===== config.mk =====
export PLATFORM = sky130hd
export DESIGN_NAME = ccgf_mac_array
export DESIGN_NICKNAME = d
export VERILOG_FILES = /design/src/rtl/core/ccgf_pkg.sv /design/src/rtl/core/ccgf_mac_array.sv
export SDC_FILE = /design/constraint.sdc
export NUM_CORES = 1
export LEC_CHECK = 0
export ABC_AREA = 1
export BUFFER_PORTS_ARGS = -buffer_cell sky130_fd_sc_hd__buf_2
export CORE_ASPECT_RATIO = 0.6
export CORE_MARGIN = 2
export CORE_UTILIZATION = 60
export DETAILED_ROUTE_END_ITERATION = 12
export GPL_TIMING_DRIVEN = 0
export PLACE_DENSITY = 0.81
export SLEW_MARGIN = 0
export SYNTH_ARGS = -nofsm -noshare
export SYNTH_HDL_FRONTEND = slang
export SYNTH_SLANG_ARGS = --single-unit

===== constraint.sdc =====
create_clock -name vclk -period 7.3
set_clock_uncertainty 0.15 [all_clocks]
set_input_delay 0 -clock vclk [all_inputs]
set_output_delay 0 -clock vclk [all_outputs]
set_load 0.005 [all_outputs]

===== src/rtl/core/ccgf_pkg.sv =====
`timescale 1ns / 1ps

package ccgf_pkg;

  localparam int unsigned PixW          = 8;
  localparam int unsigned KernelTaps    = 9;
  localparam int unsigned CfgDataW      = 64;
  localparam int unsigned CfgIndexW     = 2;
  localparam int unsigned LineWidthW    = 11;
  localparam int unsigned FrameHeightW  = 16;
  localparam int unsigned DefMaxWidth   = 1024;

  localparam logic [LineWidthW-1:0]   LineWidthRst   = 11'd640;
  localparam logic [FrameHeightW-1:0] FrameHeightRst = 16'd480;

  typedef logic [PixW-1:0] pix_t;

  // Nine bytes, element j in bits 8j+7..8j.
  typedef logic [KernelTaps-1:0][PixW-1:0] win_t;

  typedef enum logic [CfgIndexW-1:0] {
    CFG_TAPS_LOW     = 2'd0,
    CFG_TAP_LAST     = 2'd1,
    CFG_LINE_WIDTH   = 2'd2,
    CFG_FRAME_HEIGHT = 2'd3
  } cfg_idx_e;

  typedef struct packed {
    logic interior;
    logic frame_end;
  } pos_flags_t;

endpackage


===== src/rtl/core/ccgf_mac_array.sv =====
`timescale 1ns / 1ps

module ccgf_mac_array
  import ccgf_pkg::*;
(
  input  win_t taps_i,
  input  win_t window_i,
  output pix_t sum_o
);

  // Tap i meets window element 8-i, which applies the kernel flipped.
  pix_t prod [KernelTaps];
  pix_t acc;

  always_comb begin
    for (int i = 0; i < KernelTaps; i++) begin
      prod[i] = PixW'(taps_i[i] * window_i[KernelTaps-1-i]);
    end
    acc = '0;
    for (int i = 0; i < KernelTaps; i++) begin
      acc = acc + prod[i];
    end
  end

  assign sum_o = acc;

endmodule


Word level (Yosys, flattened, before mapping)
Cells that the tools add are included.

word-level totals
  register bits = 0
  input bits = 144
  output and inout bits = 8
  logic and storage cells = 17

operators by class
  add/sub/neg operators = 8
  $mul = 9

operators by type and width
  kind         count
  $mul 8x8->8  9
  $add 8x8->8  8

Logic depth before layout (Yosys ltp)
Gate-level depths: netlist (run 1).

  word-level depth = 9
  gate-level depth with buffers = 35
  depth with buffers taken out = 34

Least setup slack after synthesis (run 1)
Ideal clock, no wire load.

  path kind = in2out
  start = in window_i[40] (netlist bit)
  end = out sum_o[7]
  arrival = 6.386 ns
  data required time = 7.150 ns
  slack = 0.764 ns
  stages = 28
  path buffers = 1
  cells stage by stage = buf_2 nand2_1 inv_1 fa_1 fa_1 inv_1 fa_1 inv_1 fa_1 fa_1 fa_1 fa_1 fa_1 fa_1 inv_1 fa_1 inv_1 ha_1 a21o_1 a31oi_1 inv_1 nand2_1 nand2_1 nand2_1 nand2_2 inv_1 nand3_1 nand2_1

between the ends
  longest elaborated chain between the ends = 7

ends and longest elaborated chain
  item                      line                  text
  start, declared           ccgf_mac_array.sv:7   input win_t window_i,
  $mul 8x8->8               ccgf_mac_array.sv:17  prod[i] = PixW'(taps_i[i] * window_i[KernelTaps-1-i]);
  $add 8x8->8 (6 in a row)  ccgf_mac_array.sv:21  acc = acc + prod[i];
  end, declared             ccgf_mac_array.sv:8   output pix_t sum_o

No other way between the ends.

Worst setup path after layout (run 1)
  start = in taps_i[35] (netlist bit)
  end = out sum_o[7]

between the ends
  longest elaborated chain between the ends = 6

ends and longest elaborated chain
  item                      line                  text
  start, declared           ccgf_mac_array.sv:6   input win_t taps_i,
  $mul 8x8->8               ccgf_mac_array.sv:17
  $add 8x8->8 (5 in a row)  ccgf_mac_array.sv:21

No other way between the ends.

==> results.cfg, run 1 <==
[yosys]
synth_mux_area_frac = 0
post_synth_instance_area_mm2 = 0.0103
post-synth-top-area-cell = sky130_fd_sc_hd__fa_1
synthDistinctLibCells = 24
synth_top_family_by_area = adder cells
synth-simple-area-share = 0.263
synthTopCellsByCount = 524 x sky130_fd_sc_hd__nand2_1, 471 x sky130_fd_sc_hd__inv_1, 172 x sky130_fd_sc_hd__fa_1
synth.yosys.seq_area_share = 0
syn_area_per_cell_um2 = 6.80
synth.net_count = 1969
synth_most_common_cell = sky130_fd_sc_hd__nand2_1
synth_compound_area_frac = 0.00183
post_synth_inst_count = 1510
yosysTopAreaCellShare = 0.335
post_synth_xor_area_fraction = 0.0392
ys_warn_count = 0
main_area_contributors_after_synthesis = sky130_fd_sc_hd__fa_1 34%, sky130_fd_sc_hd__nand2_1 19%, sky130_fd_sc_hd__ha_1 17%
synth-adder-area-share = 0.510

[global_route]
total_global_routing_overflow = 0
grt_antenna_before_repair = 0
grt_max_degree = 10
global_route_wire_length_before_repair_um = 40900
first_global_vias = 9057
global_route.usage.total = 0.269

[die]
floorplan.initialDensity = 0.623
core.rowCount = 36
num_io_pins = 152
core_mm2 = 0.0165
dieArea_mm2 = 0.0182
fp.dieH_um = 105
die_w_um = 173

[setup_path]
worst_setup_path_start_kind = input port
critical_path_slowest_stage_cell = sky130_fd_sc_hd__fa_1
path_max_fanout = 5
endpoint_kind = output port
critPathArrivalTime_ps = 6940
critPathRequiredTime_ps = 7150
crit_top_cell = sky130_fd_sc_hd__fa_1
crit_path_max_incr_delay_ps = 590
criticalPathCategory = in -> out

[detailed_routing]
routed.top_layer = met4
detail_route.wirelength.met1_um = 11700
met3_length_um = 1680
drc_errors = 0
num_vias = 9124
detail_route.wirelength_um = 23900
firstDrtPassIters = 7
drt.antenna.violating_nets = 0
detailroute.wirelength.met2_um = 10200
drtIter0Drc = 527
wire_per_inst_um = 12.8
vias_per_cell = 4.88

[finish]
syn_to_final_growth_pct = 11.1
clock_buffer_count = 0
final-seq-area_um2 = 0
num_antenna_cells = 0
layout-drive-gt1-share = 0.125
finish.net_count = 2104
layout.filler_cells = 1405
seq_cell_count = 0

[sta]
final.setup.worst_slack_ps = 205
timing.fmax_mhz = 141
relSlewSlack = 0.737
timing.final.crit_period_ps = 7090
max_slew.worst_pin.slew_ps = 392
rsz0062_at_grt = yes
slew_violations = 0
timing.final.crit_share = 0.972
finalSetupTns_ps = 0
final-hold-violation-count = 0
setup_viol = 0

[place]
place_ws_ps = -177
dpl.hpwl_um = 21700
globalplace.congestion = 0.874
buffer_ports.inserted = 129

[hold_path]
worstHoldPathType = in -> out

[job]
cap_viol_max_count = 0

[outcome]
outcome = complete, no violations
## logic make-up after synthesis
kind of cell / after synthesis
buf+inv: 498
simple gates: 648
fa+ha+maj: 315
xor+xnor: 46
compound gates: 3
## through the flow
stage               hold WS [ps]  std cells  utilization  cell area [µm²]
CTS                          527       1867        0.681            11200
finish                       550       1871        0.692            11400
detailed placement           527       1867        0.679            11200
global route                 592       1871        0.692            11400
global placement             529       1867        0.679            11200
floorplan                    325       1510            -            10300
## worst max-delay path, delay by kind of cell
| family | cells | cell delay (ps) |
|---|---|---|
| compound gates | 2 | 400 |
| fa+ha+maj | 11 | 5510 |
| buf+inv | 9 | 540 |
| simple gates | 7 | 470 |
## cell usage in the layout, fill, tap and decap left out, drive strengths merged
| cell | instances |
|---|---|
| or2 | 4 |
| nand3b | 17 |
| nand2 | 542 |
| a21oi | 1 |
| a21o | 1 |
| inv | 475 |
| ha | 143 |
| nand3 | 81 |
| xnor2 | 21 |
| fa | 172 |
| nand4 | 2 |
| clkbuf | 6 |
| buf | 150 |
| a31oi | 1 |
| nand2b | 2 |
| xor2 | 25 |
## final timing paths
kind	start	to	slack, ps	cells past startpoint
worst max-delay path	taps_i[35]	sum_o[7]	210	29
worst min-delay path	window_i[8]	sum_o[0]	550	6
## layout make-up
cell class / count / area (µm²) / share of cell area
plain buffers: 23 / 136 / 0.0120
well taps: 228 / 285 / 0.0250
multi-input cells: 1012 / 8430 / 0.739
repair buffers: 133 / 772 / 0.0677
inverters: 475 / 1780 / 0.156
## metal layers
| layer | track usage | up-vias |
|---|---|---|
| met5 | 0 | - |
| met4 | 0.0375 | 0 |
| met3 | 0.0299 | 26 |
| met2 | 0.425 | 311 |
| met1 | 0.407 | 4228 |
| li1 | - | 4559 |
## repair_timing
action,in CTS,in global routing
gates resized for setup,3,72
setup buffers,0,4
endpoints found under the setup margin,1,1
hold buffers,0,0
pin swaps,0,37
endpoints found under the hold margin,0,0
Power of run 1 is not shown: default switching activity piles up to over one toggle a cycle in this logic, so the estimate is an artifact.
==> run 2: changes to the inputs <==
--- a/config.mk
+++ b/config.mk
@@ -6,13 +6,14 @@
 export NUM_CORES = 1
 export LEC_CHECK = 0
 export ABC_AREA = 1
+export ABC_CLOCK_PERIOD_IN_PS = 7300
 export BUFFER_PORTS_ARGS = -buffer_cell sky130_fd_sc_hd__buf_2
 export CORE_ASPECT_RATIO = 0.6
 export CORE_MARGIN = 2
 export CORE_UTILIZATION = 60
 export DETAILED_ROUTE_END_ITERATION = 12
 export GPL_TIMING_DRIVEN = 0
-export PLACE_DENSITY = 0.81
+export PLACE_DENSITY = 0.82
 export SLEW_MARGIN = 0
 export SYNTH_ARGS = -nofsm -noshare
 export SYNTH_HDL_FRONTEND = slang
==> run 2 against run 1 <==
Against the previous run:
- critical path depth fell by 1
- sequential cell count did not move
- wire length fell by 3.4%
- largest cell class unchanged
==> results.cfg, run 2 (synthesized netlist as in run 1, its figures left out) <==
[sta]
slew_violations = 0
timing.final.crit_period_ps = 7070
setup_viol = 0
timing.final.crit_share = 0.968
hold-worst-slack_ps = 549
relSlewSlack = 0.782
timing.fmax_mhz = 142
final-hold-violation-count = 0
max_slew.worst_pin.slew_ps = 325

[place]
globalplace.congestion = 0.900
dpl.hpwl_um = 21200
buffer_ports.inserted = 129

[global_route]
grt_max_degree = 10
first_global_vias = 8968
global_route_wire_length_before_repair_um = 40700
total_global_routing_overflow = 0
grt.met1_usage = 0.411
use_met2 = 0.429
grt_antenna_before_repair = 0
global_route.usage.total = 0.268
grt.busiest_layer = met2
gr-usage-met3 = 0.0271

[detailed_routing]
vias_per_cell = 4.83
num_vias = 9027
drc_errors = 0
drtIter0Drc = 491
firstDrtPassIters = 5
drt.antenna.violating_nets = 0
detail_route.wirelength_um = 23100
wire_per_inst_um = 12.4

[finish]
syn_to_final_growth_pct = 10.5
finish.net_count = 2102
layout_common_cells = 517 x sky130_fd_sc_hd__nand2_1, 465 x sky130_fd_sc_hd__inv_1, 171 x sky130_fd_sc_hd__fa_1, 142 x sky130_fd_sc_hd__ha_1, 123 x sky130_fd_sc_hd__buf_2
layout.filler_cells = 1435
clock_buffer_count = 0
layout-drive-gt1-share = 0.119
num_antenna_cells = 0
seq_cell_count = 0
multi_input_combinational_cell_area_mm2 = 0.00840
final_common_cell = sky130_fd_sc_hd__nand2_1
final-seq-area_um2 = 0

[setup_path]
crit_top_cell = sky130_fd_sc_hd__fa_1
critical_path_slowest_stage_cell = sky130_fd_sc_hd__fa_1
critical_path.top_delay_family = adder cells
worst_setup_path_start_kind = input port
critical_path_stages = 28
criticalPathCategory = in -> out
endpoint_kind = output port
crit_path_max_incr_delay_ps = 590
path_max_fanout = 7
cp_bufs_invs = 9
critPathArrivalTime_ps = 6920
critPathRequiredTime_ps = 7150

[outcome]
outcome = complete, no violations

[job]
cap_viol_max_count = 0

[die]
dieArea_mm2 = 0.0182
fp.dieH_um = 105
die_w_um = 173
core.rowCount = 36
core_mm2 = 0.0165
floorplan.initialDensity = 0.623
num_io_pins = 152

[hold_path]
worstHoldPathType = in -> out
hold_path_startpoint = window_i[8]
worst_hold_path.endpoint = sum_o[0]
timing.hold.worst_path_depth = 6
[run 2: cell count changes in the layout (fill, tap and decap cells not counted), sizes merged]
cell / delta
clkbuf: +3
buf: -5
[run 2: worst max path at each step]
stage | from | endpoint | slack, ps
5_1_grt | window_i[26] | sum_o[7] | -10
6_report | window_i[34] | sum_o[7] | 230
3_3_place_gp | window_i[1] | sum_o[7] | -30
3_5_place_dp | window_i[1] | sum_o[7] | -80
4_1_cts | window_i[1] | sum_o[7] | 90
2_1_floorplan | window_i[40] | sum_o[7] | 760
[run 2: metal layers]
metal	vias to the layer above	wire length, µm
met5	-	0
met2	269	9890
met4	0	124
li1	4557	-
met1	4191	11500
met3	10	1570
[run 2: metrics by stage]
| stage | util | setup TNS [ps] | std cells | instance area [µm²] | setup WS, ps |
|---|---|---|---|---|---|
| after floorplan | - | 0 | 1510 | 10300 | 764 |
| after global placement | 0.679 | -27.4 | 1867 | 11200 | -27.4 |
| after detailed placement | 0.679 | -77.3 | 1867 | 11200 | -77.3 |
| after CTS | 0.681 | 0 | 1867 | 11200 | 88.6 |
| after global routing | 0.688 | -12.5 | 1869 | 11300 | -12.5 |
| final | 0.688 | 0 | 1869 | 11300 | 233 |
[run 2: cell type report]
type / instances / share of cell area
Multi-Input combinational cell: 1012 / 0.741
Inverter: 475 / 0.157
Timing Repair Buffer: 131 / 0.0641
Buffer: 23 / 0.0128
Tap cell: 228 / 0.0251
[run 2: what timing repair did]
action / in CTS / in global routing
hold endpoints to repair: 0 / 0
buffers inserted: 0 / 2
pin swaps: 0 / 35
hold buffers: 0 / 0
gates resized for setup: 3 / 58
setup endpoints to repair: 1 / 1
Power of run 2 is left out for the same reason.
