$ cat config.mk
export PLATFORM = sky130hd
export DESIGN_NAME = ccgf_pos_ctr
export DESIGN_NICKNAME = d
export VERILOG_FILES = /design/src/rtl/core/ccgf_pkg.sv /design/src/rtl/core/ccgf_pos_ctr.sv
export SDC_FILE = /design/constraint.sdc
export NUM_CORES = 1
export LEC_CHECK = 0
export BUFFER_PORTS_ARGS = -buffer_cell sky130_fd_sc_hd__buf_2
export CORE_MARGIN = 10
export CORE_UTILIZATION = 55
export CTS_BUF_LIST = sky130_fd_sc_hd__clkbuf_8
export CTS_CLUSTER_DIAMETER = 40
export DETAILED_ROUTE_END_ITERATION = 12
export PLACE_DENSITY = 0.74
export SETUP_SLACK_MARGIN = 0.05
export SLEW_MARGIN = 20
export SYNTH_ARGS = -nofsm -noshare
export SYNTH_HDL_FRONTEND = slang
export SYNTH_SLANG_ARGS = --single-unit
$ cat constraint.sdc
create_clock -name clk_i -period 14.26 [get_ports clk_i]
set_clock_uncertainty 0.1 [all_clocks]
set_input_delay 2.852 -clock clk_i [delete_from_list [all_inputs] [get_ports clk_i]]
set_output_delay 2.852 -clock clk_i [all_outputs]
set_load 0.1 [all_outputs]
$ cat src/rtl/core/ccgf_pkg.sv
`timescale 1ns / 1ps

package ccgf_pkg;

  localparam int unsigned PixW          = 8;
  localparam int unsigned KernelTaps    = 9;
  localparam int unsigned CfgDataW      = 64;
  localparam int unsigned CfgIndexW     = 2;
  localparam int unsigned LineWidthW    = 11;
  localparam int unsigned FrameHeightW  = 16;
  localparam int unsigned DefMaxWidth   = 1024;

  localparam logic [LineWidthW-1:0]   LineWidthRst   = 11'd640;
  localparam logic [FrameHeightW-1:0] FrameHeightRst = 16'd480;

  typedef logic [PixW-1:0] pix_t;

  // Nine bytes, element j in bits 8j+7..8j.
  typedef logic [KernelTaps-1:0][PixW-1:0] win_t;

  typedef enum logic [CfgIndexW-1:0] {
    CFG_TAPS_LOW     = 2'd0,
    CFG_TAP_LAST     = 2'd1,
    CFG_LINE_WIDTH   = 2'd2,
    CFG_FRAME_HEIGHT = 2'd3
  } cfg_idx_e;

  typedef struct packed {
    logic interior;
    logic frame_end;
  } pos_flags_t;

endpackage

$ cat src/rtl/core/ccgf_pos_ctr.sv
`timescale 1ns / 1ps

module ccgf_pos_ctr
  import ccgf_pkg::*;
#(
  parameter int unsigned MaxWidth = DefMaxWidth,
  localparam int unsigned ColW = $clog2(MaxWidth)
) (
  input  logic                    clk_i,
  input  logic                    rst_ni,
  input  logic                    advance_i,
  input  logic                    frame_start_i,
  input  logic [LineWidthW-1:0]   line_width_i,
  input  logic [FrameHeightW-1:0] frame_height_i,
  output logic [ColW-1:0]         col_o,
  output pos_flags_t              flags_o
);

  localparam int unsigned WW   = $clog2(MaxWidth + 1);
  localparam int unsigned CmpW = (WW > LineWidthW) ? WW : LineWidthW;

  logic [ColW-1:0]         col_q, col_d;
  logic [FrameHeightW-1:0] row_q, row_d;

  logic [CmpW-1:0]         lw_ext, eff_w, c_inc;
  logic [FrameHeightW-1:0] eff_h;
  logic [ColW-1:0]         col0, c;
  logic [FrameHeightW-1:0] row0, row1, r;
  logic [FrameHeightW:0]   r_inc;

  always_comb begin
    lw_ext = CmpW'(line_width_i);
    if (lw_ext < CmpW'(3)) begin
      eff_w = CmpW'(3);
    end else if (lw_ext > CmpW'(MaxWidth)) begin
      eff_w = CmpW'(MaxWidth);
    end else begin
      eff_w = lw_ext;
    end
    eff_h = (frame_height_i < FrameHeightW'(3)) ? FrameHeightW'(3) : frame_height_i;

    col0 = frame_start_i ? '0 : col_q;
    row0 = frame_start_i ? '0 : row_q;
    if (CmpW'(col0) >= eff_w) begin
      c    = '0;
      row1 = row0 + FrameHeightW'(1);
    end else begin
      c    = col0;
      row1 = row0;
    end
    r = (row1 >= eff_h) ? '0 : row1;

    c_inc = CmpW'(c) + CmpW'(1);
    r_inc = {1'b0, r} + (FrameHeightW+1)'(1);
    if (c_inc >= eff_w) begin
      col_d = '0;
      row_d = (r_inc >= {1'b0, eff_h}) ? '0 : r_inc[FrameHeightW-1:0];
    end else begin
      col_d = c_inc[ColW-1:0];
      row_d = r;
    end

    flags_o.interior  = (r >= FrameHeightW'(2)) && (CmpW'(c) >= CmpW'(2));
    flags_o.frame_end = (r == eff_h - FrameHeightW'(1)) && (CmpW'(c) == eff_w - CmpW'(1));
  end

  assign col_o = c;

  always_ff @(posedge clk_i or negedge rst_ni) begin
    if (!rst_ni) begin
      col_q <= '0;
      row_q <= '0;
    end else if (advance_i) begin
      col_q <= col_d;
      row_q <= row_d;
    end
  end

endmodule

; Word-level counts from Yosys, hierarchy flattened
; Cells that the tools add are included.
[classes]
n_addsub = 5
multipliers = 0
div = 0
n_lt_le_gt_ge = 9
n_eq_ne = 2
n_shift = 0
mux = 11
bitwise_logic = 0
reduce_logical = 2
[op_table]
columns = operator, n
row1 = $mux W16, 6
row2 = $mux W10, 3
row3 = $mux W11, 2
row4 = $add A16 B1 Y17 const B, 1
row5 = $ge A17 B16 Y1, 1
row6 = $add A16 B1 Y16 const B, 1
row7 = $eq A16 B16 Y1, 1
row8 = $ge A16 B16 Y1, 1
row9 = $ge A16 B2 Y1 const B, 1
row10 = $lt A16 B2 Y1 const B, 1
row11 = $sub A16 B1 Y16 const B, 1
row12 = $add A10 B1 Y11 const B, 1
row13 = $eq A10 B11 Y1, 1
row14 = $ge A10 B11 Y1, 1
row15 = $ge A11 B11 Y1, 1
row16 = $gt A11 B11 Y1 const B, 1
row17 = $lt A11 B2 Y1 const B, 1
row18 = $sub A11 B1 Y11 const B, 1
row19 = $ge A10 B2 Y1 const B, 1
row20 = $logic_and A1 B1 Y1, 2
[word_totals]
reg_bits = 26
latch_bits = 0
ramBits = 0
romBits = 0
in_bits = 31
output_inout_bits = 12
elab_cells = 31
n_memories = 0

; Logic depth before layout (Yosys ltp)
; Gate-level depths: netlist of the first run.
[logic_depth]
ltp_word = 11
mapped_depth = 38
mapped_depth_nobuf = 34

; Worst setup path after synthesis of the first run
; OpenSTA, ideal clock, no wires.
[synth_timing]
path_type = input -> output
from = input port line_width_i[4]
to = output port flags_o[0] (netlist bit)
arrival_ps = 11053
required_time_ps = 11308
setup_slack_ps = 255
cell_stages = 24
path_buffers = 3
path_cell_list = or3_1 or4_1 nor3_1 nor2_1 nor2_1 ha_1 nor2b_1 o21ai_1 a211oi_1 buf_2 buf_2 nor2_1 xnor2_1 ha_1 nor2_1 a21oi_1 o41ai_1 a31oi_1 clkbuf_1 a2111oi_1 xnor2_1 and4_1 o32ai_1 nor4_1
[synth_rtl]
columns = item, line
row1 = start: declaration, ccgf_pos_ctr.sv:13  ; input logic [LineWidthW-1:0] line_width_i,
row2 = end: declaration, ccgf_pos_ctr.sv:16  ; output pos_flags_t flags_o

==> impl_metrics.env, run 1 <==
export IMPL_synthFlopType="dfrtp_1"
export IMPL_setup_viol=0
export IMPL_postLayoutCellArea_um2=5480
export IMPL_critPathLaunchType="primary input"
export IMPL_fin_setup_tns_ns=0
export IMPL_cts_root_buf="clkbuf_8"
export IMPL_min_path_cells=1
export IMPL_viasPerCell=6.89
export IMPL_rrSetupSlack_ns=5.43
export IMPL_synth_area_um2=5130
export IMPL_max_cap_violations=0
export IMPL_cp_depth=24
export IMPL_postSynthAreaPerCell_um2=7.19
export IMPL_critical_path_top_delay_family="compound AO/OA/AOI/OAI gates"
export IMPL_grt_start_max_net_pins=38
export IMPL_relSlewSlack_pct=38.9
export IMPL_drv_slew=0
export IMPL_ys_seq_elements=26
export IMPL_period_minus_slack_ns=12.96
export IMPL_cts_resized=0
export IMPL_dp_hpwl_um=14300
export IMPL_ctsHoldBuffers=0
export IMPL_antenna_found_initial=0
export IMPL_cts_made_buffers=3
export IMPL_cp_num_buf_inv=3
export IMPL_grt_overflow_total=0
export IMPL_fp_dieH_um=117
export IMPL_vias=5822
export IMPL_hp_start="col_q[8]"
export IMPL_grt_pass1_wl_um=28200
export IMPL_dr_pass1_iters=5
export IMPL_tritoncts="done"
export IMPL_area_delta_synth_final_pct=6.83
export IMPL_coreArea_um2=9150
export IMPL_layout_drive_gt1_share_pct=9.81
export IMPL_ctsHtreeMaxLevel=1
export IMPL_synth_cell_type_count=74
export IMPL_async_flop_share_pct=100
export IMPL_clock_sinks=26
export IMPL_status="finished, final reports clean"
export IMPL_yosysSeqAreaShare_pct=12.7
export IMPL_cp_data_arrival_time_ns=10.01
export IMPL_yosysWarnings=0
export IMPL_finalHoldViolations=0
export IMPL_pin_count=43
export IMPL_cp_end_kind="primary output"
export IMPL_fillers=880
export IMPL_post_cts_buffers=0
export IMPL_initial_utilization_pct=56.1
export IMPL_synth_edf_count=0
export IMPL_required_ns=11.31
export IMPL_crit_path_top_delay_cell="a211oi_4"
export IMPL_clk_path_buf_depth=2
export IMPL_diodes=0
export IMPL_postRouteAntennaNets=0
export IMPL_peakVddDrop_v=0.0000439
export IMPL_insertion_delay_ns=0.29
export IMPL_max_freq_mhz=77.2
export IMPL_crit_reg2reg_launch="col_q[7]"
export IMPL_fp_row_count=35
export IMPL_wire_per_inst_um=21.2
export IMPL_grt_util_all_layers_pct=25.9
export IMPL_wl_um=17900
export IMPL_power_density_nw_per_um2=67.5
export IMPL_synth_fp_nets=805
export IMPL_first_global_vias=5535
export IMPL_route_detailed_drc=0
export IMPL_worst_slew_pin_slew_ns=0.905
export IMPL_die_width_um=117
export IMPL_ff2ff_path_depth=28
export IMPL_syn_inst=714
export IMPL_post_dp_cell_area_um2=5400
export IMPL_cpPeakStageDelay_ns=0.75
export IMPL_p_leak_nw=2.46
export IMPL_path_clk_slew_ns=0.10
export IMPL_rr_endpoint="row_q[11]"
export IMPL_min_period_over_period_pct=90.9
export IMPL_path_cells="buf_2 -> or3_1 -> or4_1 -> nor3_1 -> nor2_1 -> nor2_1 -> ha_1 -> nor2b_1 -> o21ai_1 -> a211oi_4 -> o21ai_0 -> a21oi_1 -> ha_1 -> o21ai_0 -> a211oi_1 -> o41ai_1 -> a31oi_1 -> buf_4 -> a2111oi_2 -> xnor3_1 -> a2111oi_0 -> o22ai_1 -> nor4_1 -> buf_2"
export IMPL_drtIter0Drc=584
export IMPL_min_to="col_q[8]"
export IMPL_die_area_um2=13600
export IMPL_path_class="primary input to primary output"
export IMPL_gp_congestion=0.982
export IMPL_min_path_type="flip-flop to flip-flop"
export IMPL_path_max_fanout=23
export IMPL_port_buffers=42
export IMPL_rsz0062_at_grt="no"
export IMPL_final_nets=826
[metrics by stage]
stage                     cells  power, mW  utilization [%]  setup WS [ns]  hold WS, ns
after detailed placement    841      0.298             59.0           1.14        0.396
after global routing        845      0.392             59.9          0.620        0.438
final                       845      0.370             59.9           1.30        0.415
after floorplan             714      0.240                -          0.255        0.363
after global placement      841      0.294             59.0           1.40        0.388
after CTS                   845      0.363             59.8           1.14        0.420
[how the worst max path moves through the flow]
| stage | from | to |
|---|---|---|
| floorplan | line_width_i[4] | flags_o[0] |
| global route | line_width_i[4] | flags_o[0] |
| global placement | line_width_i[4] | flags_o[0] |
| finish | line_width_i[4] | flags_o[0] |
| detailed placement | line_width_i[4] | flags_o[0] |
| CTS | line_width_i[4] | flags_o[0] |
[cell usage after synthesis (all sizes together) (6+ instances only)]
cell     count  area share [%]
a21oi       42             4.1
dfrtp       26              13
o21a         8             1.2
buf          7            0.68
nor2        58             4.2
a31oi       14             1.7
nand2       66             4.8
clkbuf      25             1.9
a21o         9             1.3
and2         7            0.85
nand4       15             2.0
nor4        14             1.7
inv         45             3.3
or3         16             2.0
and4        11             1.9
or4         12             1.8
ha          60              15
nand2b      12             1.5
nand3b       6            0.88
a211oi      13             2.1
xnor2       33             5.6
nor3        25             2.4
nand3       34             3.3
nor2b       19             2.3
a22o         6             1.0
xor2        11             1.9
a2111oi      7             1.4
o21ai       32             3.1
a22oi        6            0.88
[flip-flops by register name, indices dropped and copies added, names as in the netlist]
register  flops
col_q        10
row_q        16
[final cells by class]
type	count	area [um^2]	share of cell area (%)
inverter	45	169	3.08
multi-input combinational	611	4200	76.6
sequential	26	651	11.9
clock buffer	3	41.3	0.753
clock inverter	1	30.0	0.548
timing repair buffer	48	255	4.66
tap	111	139	2.53
[routing by layer]
| layer | track usage [%] | share of wire [%] |
|---|---|---|
| met1 | 30.7 | 39 |
| met2 | 44.5 | 46 |
| met3 | 3.39 | 9.0 |
| met4 | 14.3 | 5.8 |
| met5 | 0 | 0 |
[power breakdown]
group | total [mW] | internal, mW | leakage (nW) | switching (mW)
logic | 0.208 | 0.0695 | 2.10 | 0.138
registers | 0.0964 | 0.0820 | 0.326 | 0.0144
clock network | 0.0661 | 0.0376 | 0.0357 | 0.0284
[logic make-up after synthesis]
group | Yosys count | synth area share [%]
adder cells (fa/ha/maj) | 60 | 14.6
buffers and inverters | 77 | 5.83
AO/OA/AOI/OAI | 185 | 25.0
flip-flops | 26 | 12.7
AND/OR/NAND/NOR | 315 | 32.7
multiplexers | 6 | 1.24
XOR/XNOR | 45 | 7.95
[cells in the final DEF (no fill, tap or decap), drive strengths merged, types with 4 or more instances in the layout]
master	count
nor4b	4
a22o	6
o31ai	5
or4	12
o211ai	4
a31oi	14
xnor2	33
nor2	58
a22oi	6
xor2	11
ha	60
and2	7
o21ai	32
a211oi	13
or2	5
inv	45
a21o	9
nor2b	19
o21a	8
and4	11
and3	5
nand3	34
nand2b	12
a2111oi	7
or3	16
nor4	14
dfrtp	26
a21oi	42
buf	48
a41oi	5
nand2	66
nand4	15
nor3	25
nand3b	6
Note: power is estimated with default switching activity, not from simulation.
==> run 2, diff against run 1 <==
Settings changed: RECOVER_POWER set to 50.
==> impl_metrics.env, run 2 (synthesized netlist as in run 1, its figures left out) <==
export IMPL_swShare_pct=49.0
export IMPL_first_global_vias=5535
export IMPL_critPathLaunchType="primary input"
export IMPL_p_leak_nw=2.46
export IMPL_min_to="col_q[8]"
export IMPL_dp_hpwl_um=14300
export IMPL_fp_dieH_um=117
export IMPL_path_class="primary input to primary output"
export IMPL_relSlewSlack_pct=-1.49
export IMPL_coreArea_um2=9150
export IMPL_top_layer="met4"
export IMPL_clock_sinks=26
export IMPL_setup_viol=0
export IMPL_fp_row_count=35
export IMPL_vias=5798
export IMPL_fin_setup_tns_ns=0
export IMPL_power_density_nw_per_um2=67.5
export IMPL_drtIter0Drc=674
export IMPL_wire_per_inst_um=21.1
export IMPL_die_area_um2=13600
export IMPL_switching_power_mw=0.181
export IMPL_layout_drive_gt1_share_pct=9.40
export IMPL_pin_count=43
export IMPL_internal_power_mw=0.189
export IMPL_ctsHtreeMaxLevel=1
export IMPL_grt_start_max_net_pins=38
export IMPL_min_path_type="flip-flop to flip-flop"
export IMPL_combinationalPowerShare_pct=56.2
export IMPL_worst_slew_pin_slew_ns=1.52
export IMPL_layout_commonest_cell="nand2_1"
export IMPL_rsz0062_at_grt="no"
export IMPL_cts_root_buf="clkbuf_8"
export IMPL_port_buffers=42
export IMPL_path_clk_slew_ns=0.10
export IMPL_routed_wl_met3_um=1420
export IMPL_diodes=0
export IMPL_max_cap_violations=1
export IMPL_cts_made_buffers=3
export IMPL_insertion_delay_ns=0.28
export IMPL_clk_path_buf_depth=2
export IMPL_crit_reg2reg_launch="col_q[2]"
export IMPL_min_period_over_period_pct=91.9
export IMPL_required_ns=11.31
export IMPL_route_detailed_drc=0
export IMPL_wl_um=17800
export IMPL_viasPerCell=6.86
export IMPL_postRouteAntennaNets=0
export IMPL_cp_data_arrival_time_ns=10.15
export IMPL_grt_pass1_wl_um=28200
export IMPL_rrSetupSlack_ns=5.40
export IMPL_path_max_fanout=23
export IMPL_die_width_um=117
export IMPL_min_path_cells=1
export IMPL_ff2ff_path_depth=28
export IMPL_final_nets=826
export IMPL_post_cts_buffers=0
export IMPL_wl_met2_um=8250
export IMPL_period_minus_slack_ns=13.10
export IMPL_seq_area_um2=651
export IMPL_drv_slew=27
export IMPL_hp_start="col_q[8]"
export IMPL_fillers=884
export IMPL_finalHoldViolations=0
export IMPL_layout_common_cells="66 x nand2_1, 60 x ha_1, 57 x nor2_1, 45 x inv_1, 42 x a21oi_1"
export IMPL_status="finished, violations left"
export IMPL_initial_utilization_pct=56.1
export IMPL_cts_resized=0
export IMPL_grt_overflow_total=0
export IMPL_tritoncts="done"
export IMPL_rr_endpoint="row_q[11]"
export IMPL_largest_reg_flops=16
export IMPL_wl_met1_um=7070
export IMPL_area_delta_synth_final_pct=6.70
export IMPL_peakVddDrop_v=0.0000437
export IMPL_grt_util_all_layers_pct=25.9
export IMPL_max_freq_mhz=76.3
export IMPL_dp_slack_ns=1.14
export IMPL_dr_pass1_iters=5
export IMPL_ctsHoldBuffers=0
export IMPL_top_register="row_q"
export IMPL_pwr_share_seq_pct=26.1
export IMPL_antenna_found_initial=0
export IMPL_multiInputGateArea_um2=4200
export IMPL_violations="capacitance limit, slew limit"
export IMPL_top_regs="row_q (16), col_q (10)"
export IMPL_cp_end_kind="primary output"
export IMPL_gp_congestion=0.982
export IMPL_final_setup_worst_slack_ns=1.16
export IMPL_p_clk_share_pct=17.8
[run 2: routing by layer]
metal	global-route usage, %	up-vias
li1	-	2714
met1	30.7	2702
met2	44.5	297
met3	3.39	85
met4	14.3	0
met5	0	-
[run 2: worst max-delay path, cell delays in order]
cell       delay, ns
clkbuf_1        0.13
or3_1           0.42
or4_1           0.43
nor3_1          0.45
o21ai_0         0.28
ha_1            0.35
nand2_1         0.05
o21ai_0         0.52
a211oi_4        0.30
or4_1           0.59
a21oi_1         0.31
ha_1            0.31
o211ai_1        0.11
a21oi_1         0.07
o41ai_1         0.39
a31oi_1         0.13
buf_4           0.22
a2111oi_2       0.68
xnor3_1         0.43
a2111oi_0       0.31
o22ai_1         0.16
nor4_1          0.18
buf_2           0.48
[run 2: power by group through the flow]
stage	Combinational, mW	Sequential [mW]	Clock (mW)
2_1_floorplan	0.151	0.0894	0
3_3_place_gp	0.197	0.0963	0
3_5_place_dp	0.201	0.0967	0
4_1_cts	0.202	0.0953	0.0660
5_1_grt	0.225	0.0975	0.0683
6_report	0.208	0.0964	0.0658
[run 2: layout make-up]
type	count	share of cell area [%]
clock buffers	3	0.754
clock inverters	1	0.548
well taps	111	2.54
multi-input cells	611	76.7
inverters	45	3.08
flip-flops and latches	26	11.9
repair buffers	48	4.55
[run 2: worst max path at each step]
stage,start,to
3_3_place_gp,line_width_i[4],flags_o[0]
3_5_place_dp,line_width_i[4],flags_o[0]
2_1_floorplan,line_width_i[4],flags_o[0]
5_1_grt,line_width_i[4],flags_o[0]
6_report,line_width_i[4],flags_o[0]
4_1_cts,line_width_i[4],flags_o[0]
[run 2: through the flow]
| step | hold WS [ns] | area [um^2] | power (mW) | utilization, % | std cells |
|---|---|---|---|---|---|
| after global routing | 0.438 | 5480 | 0.391 | 59.8 | 845 |
| final | 0.414 | 5480 | 0.370 | 59.8 | 845 |
| after global placement | 0.388 | 5400 | 0.294 | 59.0 | 841 |
| after CTS | 0.420 | 5470 | 0.363 | 59.8 | 845 |
| after detailed placement | 0.396 | 5400 | 0.298 | 59.0 | 841 |
| after floorplan | 0.363 | 5130 | 0.240 | - | 714 |
